==> config.mk <==
export PLATFORM = sky130hd
export DESIGN_NAME = hpsv_alu
export DESIGN_NICKNAME = d
export VERILOG_FILES = /design/src/hpsv_pkg.sv /design/src/hpsv_alu.sv
export SDC_FILE = /design/constraint.sdc
export NUM_CORES = 1
export LEC_CHECK = 0
export BUFFER_PORTS_ARGS = -buffer_cell sky130_fd_sc_hd__clkbuf_2
export CAP_MARGIN = 30
export CORE_MARGIN = 4
export CORE_UTILIZATION = 48
export DETAILED_ROUTE_END_ITERATION = 16
export GPL_TIMING_DRIVEN = 0
export PLACE_DENSITY_LB_ADDON = 0.08
export REMOVE_ABC_BUFFERS = 1
export SLEW_MARGIN = 20
export SYNTH_ARGS = -nofsm -noshare
export SYNTH_HDL_FRONTEND = slang
export SYNTH_SLANG_ARGS = --single-unit
==> constraint.sdc <==
create_clock -name vclk -period 5.57
set_input_delay 1.114 -clock vclk [all_inputs]
set_output_delay 1.114 -clock vclk [all_outputs]
set_load 0.05 [all_outputs]
==> src/hpsv_pkg.sv <==
`timescale 1ns / 1ps
// ----------------------------------------------------------------------------
// hpsv_pkg - shared types and constants of the Hough pattern shift voter
// Operation codes, fixed port widths and the flag bundle of the shared unit.
// ----------------------------------------------------------------------------
package hpsv_pkg;

  localparam int OP_W     = 3;
  localparam int INDEX_W  = 10;
  localparam int OFFSET_W = 7;
  localparam int WEIGHT_W = 16;
  localparam int VALUE_W  = 16;
  localparam int TOTAL_W  = 11;

  typedef enum logic [OP_W-1:0] {
    OP_CLEAR    = 3'd0,
    OP_SEED     = 3'd1,
    OP_REGISTER = 3'd2,
    OP_VOTE     = 3'd3,
    OP_READ     = 3'd4
  } op_code_t;

  typedef struct packed {
    logic ge;
    logic zero;
  } alu_flags_t;

endpackage

==> src/hpsv_alu.sv <==
`timescale 1ns / 1ps
// ----------------------------------------------------------------------------
// hpsv_alu - shared add / wrap unit
// Adds two operands and, when wrapping, folds the sum once below a modulus.
// ----------------------------------------------------------------------------
module hpsv_alu
  import hpsv_pkg::*;
#(
  parameter int UW = 16
) (
  input  logic [UW-1:0] a,
  input  logic [UW-1:0] b,
  input  logic [UW-1:0] m,
  input  logic          wrap,
  output logic [UW-1:0] sum,
  output alu_flags_t    flags
);

  logic [UW-1:0] raw;

  always_comb begin
    raw        = a + b;
    flags.ge   = (raw >= m);
    flags.zero = (raw == '0);
    sum        = (wrap && flags.ge) ? raw - m : raw;
  end

endmodule

Yosys cells after proc, flatten, opt, wreduce, memory -nomap -nowiden:

Index checks and enable logic that the tools add are counted.

* register bits: 0
* input bits: 49
* output and inout bits: 18
* logic and storage cells: 6

* $add $sub $neg: 2
* order comparisons: 1
* mux-type cells: 1
* reductions and logical operators: 2

Operator list (count)
* $add A16 B16 Y16: 1
* $ge A16 B16 Y1: 1
* $logic_not A16 Y1: 1
* $mux W16: 1
* $sub A16 B16 Y16: 1
* $logic_and A1 B1 Y1: 1

Depth between registers and ports, before layout:

Gate-level depths: netlist (run 1).

* depth after elaboration: 4
* depth in mapped cells: 16

Worst setup path after synthesis (run 1):

OpenSTA, ideal clock, no wires.

* path kind: input -> output
* from: in a[0]
* to: out sum[0]
* arrival time: 5179 ps
* required time: 4456 ps
* path slack: -723 ps
* stages: 15
* path through: ha_1 > fa_1 > nand3_1 > nand2_1 > a221oi_1 > nor2_1 > xor2_1 > ha_1 > nand2_1 > o21ai_0 > o2111ai_1 > a21oi_1 > o21ai_1 > clkbuf_1 > o21ai_0

* longest elaborated chain between the ends: 4
* elaborated cells on any way between the ends: 5
* classes of those cells: add/sub: 2; order compare: 1; mux: 1; reduce/logical: 1

RTL lines
* start: declaration: RTL line hpsv_alu.sv:11 `input logic [UW-1:0] a,`
* $add A16 B16 Y16 (*): RTL line hpsv_alu.sv:22 `raw = a + b;`
* $ge A16 B16 Y1: RTL line hpsv_alu.sv:23 `flags.ge = (raw >= m);`
* $logic_and A1 B1 Y1: RTL line hpsv_alu.sv:25 `sum = (wrap && flags.ge) ? raw - m : raw;`
* $mux W16 (*): RTL line hpsv_alu.sv:25
* end: declaration: RTL line hpsv_alu.sv:15 `output logic [UW-1:0] sum,`

Every way passes the cells marked *; elsewhere a longest branch is shown, timed or not.

Worst setup path after layout (run 1):

* from: in a[0]
* to: out sum[14]

The elaborated chain is that of the path after synthesis.

==> results.cfg, run 1 <==
[outcome]
outcome = finished with violations
violations = setup timing

[yosys]
yosys_warnings = 0
synth_top_area_share = 0.205
synthesis.instances = 276
ys_top_cells_by_area = ha_1 21%, o21ai_0 5.6%, nand2_1 5.4%
synth_common_cells = 31 x ha_1, 27 x nand2_1, 21 x inv_1, 21 x o21ai_0, 19 x a21oi_1
syn_area_per_cell_um2 = 6.85
yosysUniqueCellTypes = 49
yosysSeqAreaShare = 0
mappedNetlistArea_um2 = 1890
synth.most_common_cell = ha_1
synth_top_area_cell = ha_1

[sta]
period_share = 1.04
tightest_slew_ns = 0.495
timing.fmax_mhz = 172
setup_ws_ns = -0.250
min_period_ns = 5.82
drv_slew = 0
setup_viol = 15
relSlewSlack = 0.668
fin_setup_tns_ns = -1.65
rsz0062_at_grt = yes
final_hold_viol_count = 0

[route]
vias = 2852
ant_nets = 0
wl_per_cell_um = 20.8
wl_mm = 8.86
drt_iter0_drc = 262
dr.pass1.iters = 5
drt-vias-per-instance = 6.71
drc = 0

[power]
power.density_nw_per_um2 = 300
p_total_mw = 0.987
p_leak_nw = 1.49
ir_worst_vdd_mv = 0.144

[floorplan]
rows = 22
die_w_um = 70.8
dieArea_um2 = 5010
start_util = 0.505
placeableCoreArea_um2 = 3740
pin_count = 67
die_h_um = 70.8

[place]
place.gp.congestion = 0.848
portBuffers = 67
place_hpwl_mm = 4.06
placed_area_um2 = 2260

[cells_and_area]
regArea_um2 = 0
clkbuf_count = 0
area_growth_pct = 73.9
drive_above_1_share = 0.509
antenna-diode-count = 0
nets = 461
design_area_um2 = 3290
design.seq.count = 0

[critical_path]
crit_arrival_ns = 4.71
critPathRequiredTime_ns = 4.46
worst_setup_path_start_kind = primary input
critPathMaxFanout = 6
cp-end-kind = output port
criticalPathCategory = primary input to output port

[global_route]
antenna_found_initial = 0
grt.overflow.total = 0
grt_use_total = 0.256
first_global_vias = 2439
grt_pass1_wl_mm = 11.0
grt_max_degree = 12

[flow_run]
maxCapViolations = 0

[min_path]
hp-start = m[0]
hold_path_depth = 4
worstHoldEndpoint = sum[0]
min-delay-path-class = primary input to output port
-- layout make-up --
cell class | count | area (um^2)
fill | 164 | 453
inverter | 21 | 78.8
timing repair buffer | 107 | 798
tap | 48 | 60.1
multi-input combinational | 249 | 2350
-- timing repair --
| action | CTS | global route |
|---|---|---|
| gates cloned | 2 | 0 |
| setup buffers | 31 | 9 |
| pin swaps | 31 | 41 |
| resized for setup | 79 | 96 |
| endpoints found under the setup margin | 17 | 17 |
| hold buffers | 0 | 0 |
-- stage by stage --
step | setup WS, ns | std cells | utilization | hold WS (ns)
after floorplan | -1.09 | 269 | - | 2.66
after global placement | -1.35 | 384 | 0.604 | 2.76
after detailed placement | -0.900 | 384 | 0.605 | 2.76
after CTS | -0.00626 | 417 | 0.776 | 2.73
after global routing | -0.299 | 425 | 0.879 | 2.71
final | -0.250 | 425 | 0.879 | 2.68
-- power by group --
part | internal, mW | total, mW | switching (mW)
registers | 0 | 0 | 0
clock network | 0 | 0 | 0
logic | 0.411 | 0.987 | 0.576
total | 0.411 | 0.987 | 0.576
-- cell families (layout without fill, tap and decap cells) --
| kind of cell | count (synthesis) | after routing | synth area share |
|---|---|---|---|
| AND/OR/NAND/NOR | 98 | 98 | 0.273 |
| XOR/XNOR | 20 | 20 | 0.0926 |
| multiplexers | 6 | 6 | 0.0337 |
| AO/OA/AOI/OAI | 91 | 92 | 0.319 |
| buffers and inverters | 28 | 128 | 0.0556 |
| adder cells (fa/ha/maj) | 33 | 33 | 0.226 |
-- worst max-delay path: stages --
cell and delay, ns:
buf_6 0.10, ha_4 0.16, fa_2 0.35, buf_4 0.14, xor2_1 0.31, ha_1 0.37, a211oi_1 0.50, o21ai_0 0.25
a21oi_2 0.31, a21oi_4 0.14, buf_6 0.16, o2111ai_1 0.22, mux2i_1 0.15, nor3_2 0.24, buf_6 0.19
-- cells in the final DEF (no fill, tap or decap), types with 4 or more instances in the layout --
cell	count
or4_1	5
buf_6	19
buf_4	32
a21oi_1	10
o21a_1	4
buf_8	4
ha_4	11
a21o_1	6
ha_1	16
clkbuf_2	49
o21ai_2	7
nor2_1	15
xor2_1	8
nor3_1	5
or3_1	5
ha_2	4
nand2b_1	5
inv_1	21
o211ai_1	5
nand3_1	4
a21oi_2	6
xnor2_1	7
o21ai_0	9
o21ai_4	4
nand2_1	21
nand2_2	5
-- worst max path at each step --
stage               startpoint       to  slack, ns
detailed placement        a[0]  sum[14]      -0.90
floorplan                 a[0]  sum[14]      -1.09
global placement          a[0]   sum[8]      -1.35
CTS                       a[1]  sum[14]     -0.006
finish                    a[0]  sum[14]      -0.25
global route              a[0]  sum[14]      -0.30
-- per-layer routing --
metal  vias up  GRT usage  routed length, um
met5         -          0                  0
met4         0     0.0522                491
met3        59     0.0199                763
met2       218      0.454               4300
met1      1331      0.338               3310
li1       1244          -                  -
Note: power is estimated with default switching activity, not from simulation.
==> run 2, diff against run 1 <==
ABC_AREA = 1   (was unset)
CAP_MARGIN = 15   (was 30)
CORE_UTILIZATION = 50   (was 48)
==> run 2 against run 1 <==
Against the previous run:
- the flow now finishes without violations
- wire length fell by 41%
- synthesized area rose by 16%
- final cell count rose by 24%
- die area rose by 9.8%
- design area fell by 22%
- setup slack improved by 0.60 ns
- power fell by 40%
- non-clock buffer count fell by 40
- utilization fell by 25 points
- via count fell by 11%
- critical endpoint is now sum[12]
==> results.cfg, run 2 <==
[sta]
setup_ws_ns = 0.348
fin_setup_tns_ns = 0
tightest_slew_ns = 0.318
hold_slack_ns = 2.76
relSlewSlack = 0.787
rsz0062_at_grt = no
period_share = 0.937
timing.fmax_mhz = 192
min_period_ns = 5.22
setup_viol = 0
final_hold_viol_count = 0
drv_slew = 0

[cells_and_area]
final_cells = 526
drive_above_1_share = 0.206
final_util = 0.627
multiInputGateArea_um2 = 1840
regArea_um2 = 0
design_area_um2 = 2580
fillerInstances = 433
final_cell_mix = 146 x nand2_1, 82 x inv_1, 59 x clkbuf_2, 32 x nand3_1, 31 x ha_1
final_common_cell = nand2_1
antenna-diode-count = 0
nets = 560
clkbuf_count = 0
design.seq.count = 0
area_growth_pct = 17.9

[route]
drt_iter0_drc = 128
ant_nets = 0
wl_per_cell_um = 9.88
drt-vias-per-instance = 4.84
dr.pass1.iters = 4
vias = 2546
drc = 0
wl_mm = 5.20

[place]
dp_slack_ns = 0.104
placed_area_um2 = 2540
dp.cells = 526
place_hpwl_mm = 4.68
place.gp.congestion = 0.864
portBuffers = 67

[yosys]
yosysSeqAreaShare = 0
synthesis.instances = 412
ys_top_cells_by_area = nand2_1 25%, ha_1 18%, inv_1 14%
synth_top_area_share = 0.250
synth_top_area_cell = nand2_1
mappedNetlistArea_um2 = 2190
synth_common_cells = 146 x nand2_1, 82 x inv_1, 32 x nand3_1
syn_area_per_cell_um2 = 5.31
yosys_warnings = 0
yosysUniqueCellTypes = 27
synth.most_common_cell = nand2_1

[min_path]
min-delay-path-class = primary input to output port

[flow_run]
maxCapViolations = 0

[critical_path]
criticalPathCategory = primary input to output port
crit_arrival_ns = 4.11
critPathMaxFanout = 22
cp-end-kind = output port
worst_setup_path_start_kind = primary input
critPathRequiredTime_ns = 4.46

[floorplan]
placeableCoreArea_um2 = 4120
start_util = 0.532
die_h_um = 74.2
pin_count = 67
rows = 23
dieArea_um2 = 5500
die_w_um = 74.2

[power]
p_sw_mw = 0.402
p_leak_nw = 1.67
p_total_mw = 0.595
netSwitchingFraction = 0.675
p_comb_frac = 1.000
ir_worst_vdd_mv = 0.0919
p_clk_frac = 0
power.density_nw_per_um2 = 231
intPower_mw = 0.193
power_frac_seq = 0

[global_route]
grt_use_total = 0.193
grt_pass1_wl_mm = 8.83
first_global_vias = 2227
antenna_found_initial = 0
grt.overflow.total = 0
grt_max_degree = 23

[outcome]
outcome = finished, final reports clean
## run 2: cells by family after synthesis
family | after synthesis | synth area share
simple gates | 233 | 0.453
buf+inv | 87 | 0.165
compound gates | 44 | 0.127
fa+ha+maj | 33 | 0.196
xor+xnor | 15 | 0.0600
## run 2: critical path, cell delays in order
cell	delay [ns]
clkbuf_2	0.08
ha_1	0.25
fa_2	0.39
nand3_1	0.13
nand3_1	0.16
nand2_1	0.11
nand3_1	0.06
nand2_1	0.14
inv_1	0.06
ha_1	0.35
nand2_1	0.09
inv_1	0.07
nand3_1	0.09
nor2_1	0.14
o21ai_2	0.08
nand2_2	0.12
nand2_8	0.14
inv_8	0.14
nand2_2	0.06
o21ai_2	0.05
clkbuf_4	0.24
## run 2: power by group through the flow
| stage | clock network, mW | logic (mW) | registers (mW) |
|---|---|---|---|
| finish | 0 | 0.595 | 0 |
| global route | 0 | 0.661 | 0 |
| CTS | 0 | 0.583 | 0 |
| detailed placement | 0 | 0.581 | 0 |
| global placement | 0 | 0.575 | 0 |
| floorplan | 0 | 0.466 | 0 |
## run 2: final timing paths
kind | depth (start not counted) | end | start | slack (ns)
max | 21 | sum[12] | a[0] | 0.35
min | 4 | sum[0] | m[0] | 2.76
## run 2: routing by layer
| metal | part of all wire | global-route usage |
|---|---|---|
| met1 | 0.47 | 0.248 |
| met2 | 0.48 | 0.377 |
| met3 | 0.041 | 0.00135 |
| met4 | 0.0056 | 0.00402 |
| met5 | 0 | 0 |
## run 2: timing repair
action / in CTS / in global routing
gates resized for setup: 0 / 22
setup buffers: 0 / 0
setup endpoints to repair: 0 / 8
hold buffers: 0 / 0
## run 2: layout make-up
class	count	area share
well taps	50	0.0242
repair buffers	67	0.138
multi-input cells	325	0.713
inverters	84	0.125
==> run 3, diff against run 2 <==
==> constraint.sdc (replaced) <==
create_clock -name vclk -period 5.57
set_input_delay 1.114 -clock vclk [all_inputs]
set_output_delay 1.114 -clock vclk [all_outputs]
set_load 0.02 [all_outputs]
==> run 3 against run 2 <==
Against the previous run:
- utilization down 0.55 points
- die area unchanged
- global-route usage unchanged
- setup slack worse by 0.0075 ns
- count of clock-buffer cells in the layout unchanged
==> results.cfg, run 3 (same netlist as run 2, synthesis figures left out) <==
[outcome]
outcome = finished, final reports clean

[floorplan]
die_h_um = 74.2
dieArea_um2 = 5500
pin_count = 67
placeableCoreArea_um2 = 4120
start_util = 0.532
rows = 23
die_w_um = 74.2

[critical_path]
criticalPathCategory = primary input to output port
crit_chain = clkbuf_2 -> ha_1 -> fa_1 -> nand3_1 -> nand3_1 -> nand2_1 -> nand3_1 -> nand2_1 -> inv_1 -> ha_1 -> nand2_1 -> inv_1 -> nand3_1 -> nor2_1 -> o21ai_2 -> nand2_2 -> nand2_8 -> o21ai_0 -> clkbuf_2
crit_path_top_delay_cell = fa_1
critPathMaxFanout = 22
critical_path.max_stage_delay_ns = 0.44
cp-end-kind = output port
critPathRequiredTime_ns = 4.46
crit_arrival_ns = 4.12
worst_setup_path_start_kind = primary input
path_common_cell = nand3_1

[route]
vias = 2534
wl_met2_mm = 2.50
drt-vias-per-instance = 4.82
met3WireLength_um = 208
drc = 0
top_layer = met4
dr.pass1.iters = 4
wl_mm = 5.17
ant_nets = 0
drt_iter0_drc = 131
met1_length_mm = 2.46
wl_per_cell_um = 9.83

[cells_and_area]
drive_above_1_share = 0.204
design.seq.count = 0
clkbuf_count = 0
regArea_um2 = 0
nets = 560
final_cell_mix = 146 x nand2_1, 82 x inv_1, 67 x clkbuf_2, 32 x nand3_1, 31 x ha_1
final_common_cell = nand2_1
antenna-diode-count = 0
area_growth_pct = 16.9

[sta]
tightest_slew_ns = 0.304
drv_slew = 0
relSlewSlack = 0.797
timing.fmax_mhz = 191
min_period_ns = 5.23
final_hold_viol_count = 0
period_share = 0.939
fin_setup_tns_ns = 0
setup_viol = 0
rsz0062_at_grt = no

[power]
p_leak_nw = 1.67
ir_worst_vdd_mv = 0.0603
p_total_mw = 0.499
power.density_nw_per_um2 = 195

[place]
place.gp.congestion = 0.864
portBuffers = 67
place_hpwl_mm = 4.68

[global_route]
grt_use_total = 0.193
grt.overflow.total = 0
grt_pass1_wl_mm = 8.83
grt_max_degree = 23
antenna_found_initial = 0
first_global_vias = 2227

[min_path]
min-delay-path-class = primary input to output port

[flow_run]
maxCapViolations = 0
## run 3: per-stage QoR
step	cells	utilization	hold WS, ns	cell area, um^2	setup WS (ns)
floorplan	409	-	2.51	2150	0.593
detailed placement	526	0.618	2.68	2540	0.212
global placement	526	0.618	2.68	2540	0.269
CTS	526	0.618	2.68	2540	0.203
finish	526	0.621	2.68	2560	0.341
global route	526	0.621	2.71	2560	0.0458
## run 3: worst max-delay path, delay by kind of cell
kind	cells	cell delay (ns)
AND/OR/NAND/NOR	10	1.22
adder cells (fa/ha/maj)	3	1.04
buffers and inverters	4	0.42
AO/OA/AOI/OAI	2	0.32
## run 3: final timing paths
kind	from	end	cells past startpoint
max	a[0]	sum[10]	19
min	m[0]	sum[0]	4
## run 3: final cells by class
class	instances	area, um^2
multi-input combinational	325	1840
fill	432	1560
timing repair buffer	67	335
tap	50	62.6
inverter	84	323
## run 3: where the power goes
group | internal (mW) | total [mW] | switching, mW
clock | 0 | 0 | 0
combinational | 0.184 | 0.499 | 0.315
sequential | 0 | 0 | 0
## run 3: what timing repair did
action,CTS,global route
buffers inserted,0,0
setup endpoints to repair,0,7
resized for setup,0,3
hold buffers,0,0
## run 3: per-layer routing
layer / GRT usage / up-vias
met1: 0.248 / 1079
met4: 0.00402 / 0
li1: - / 1409
met2: 0.377 / 44
met3: 0.00135 / 2
met5: 0 / -
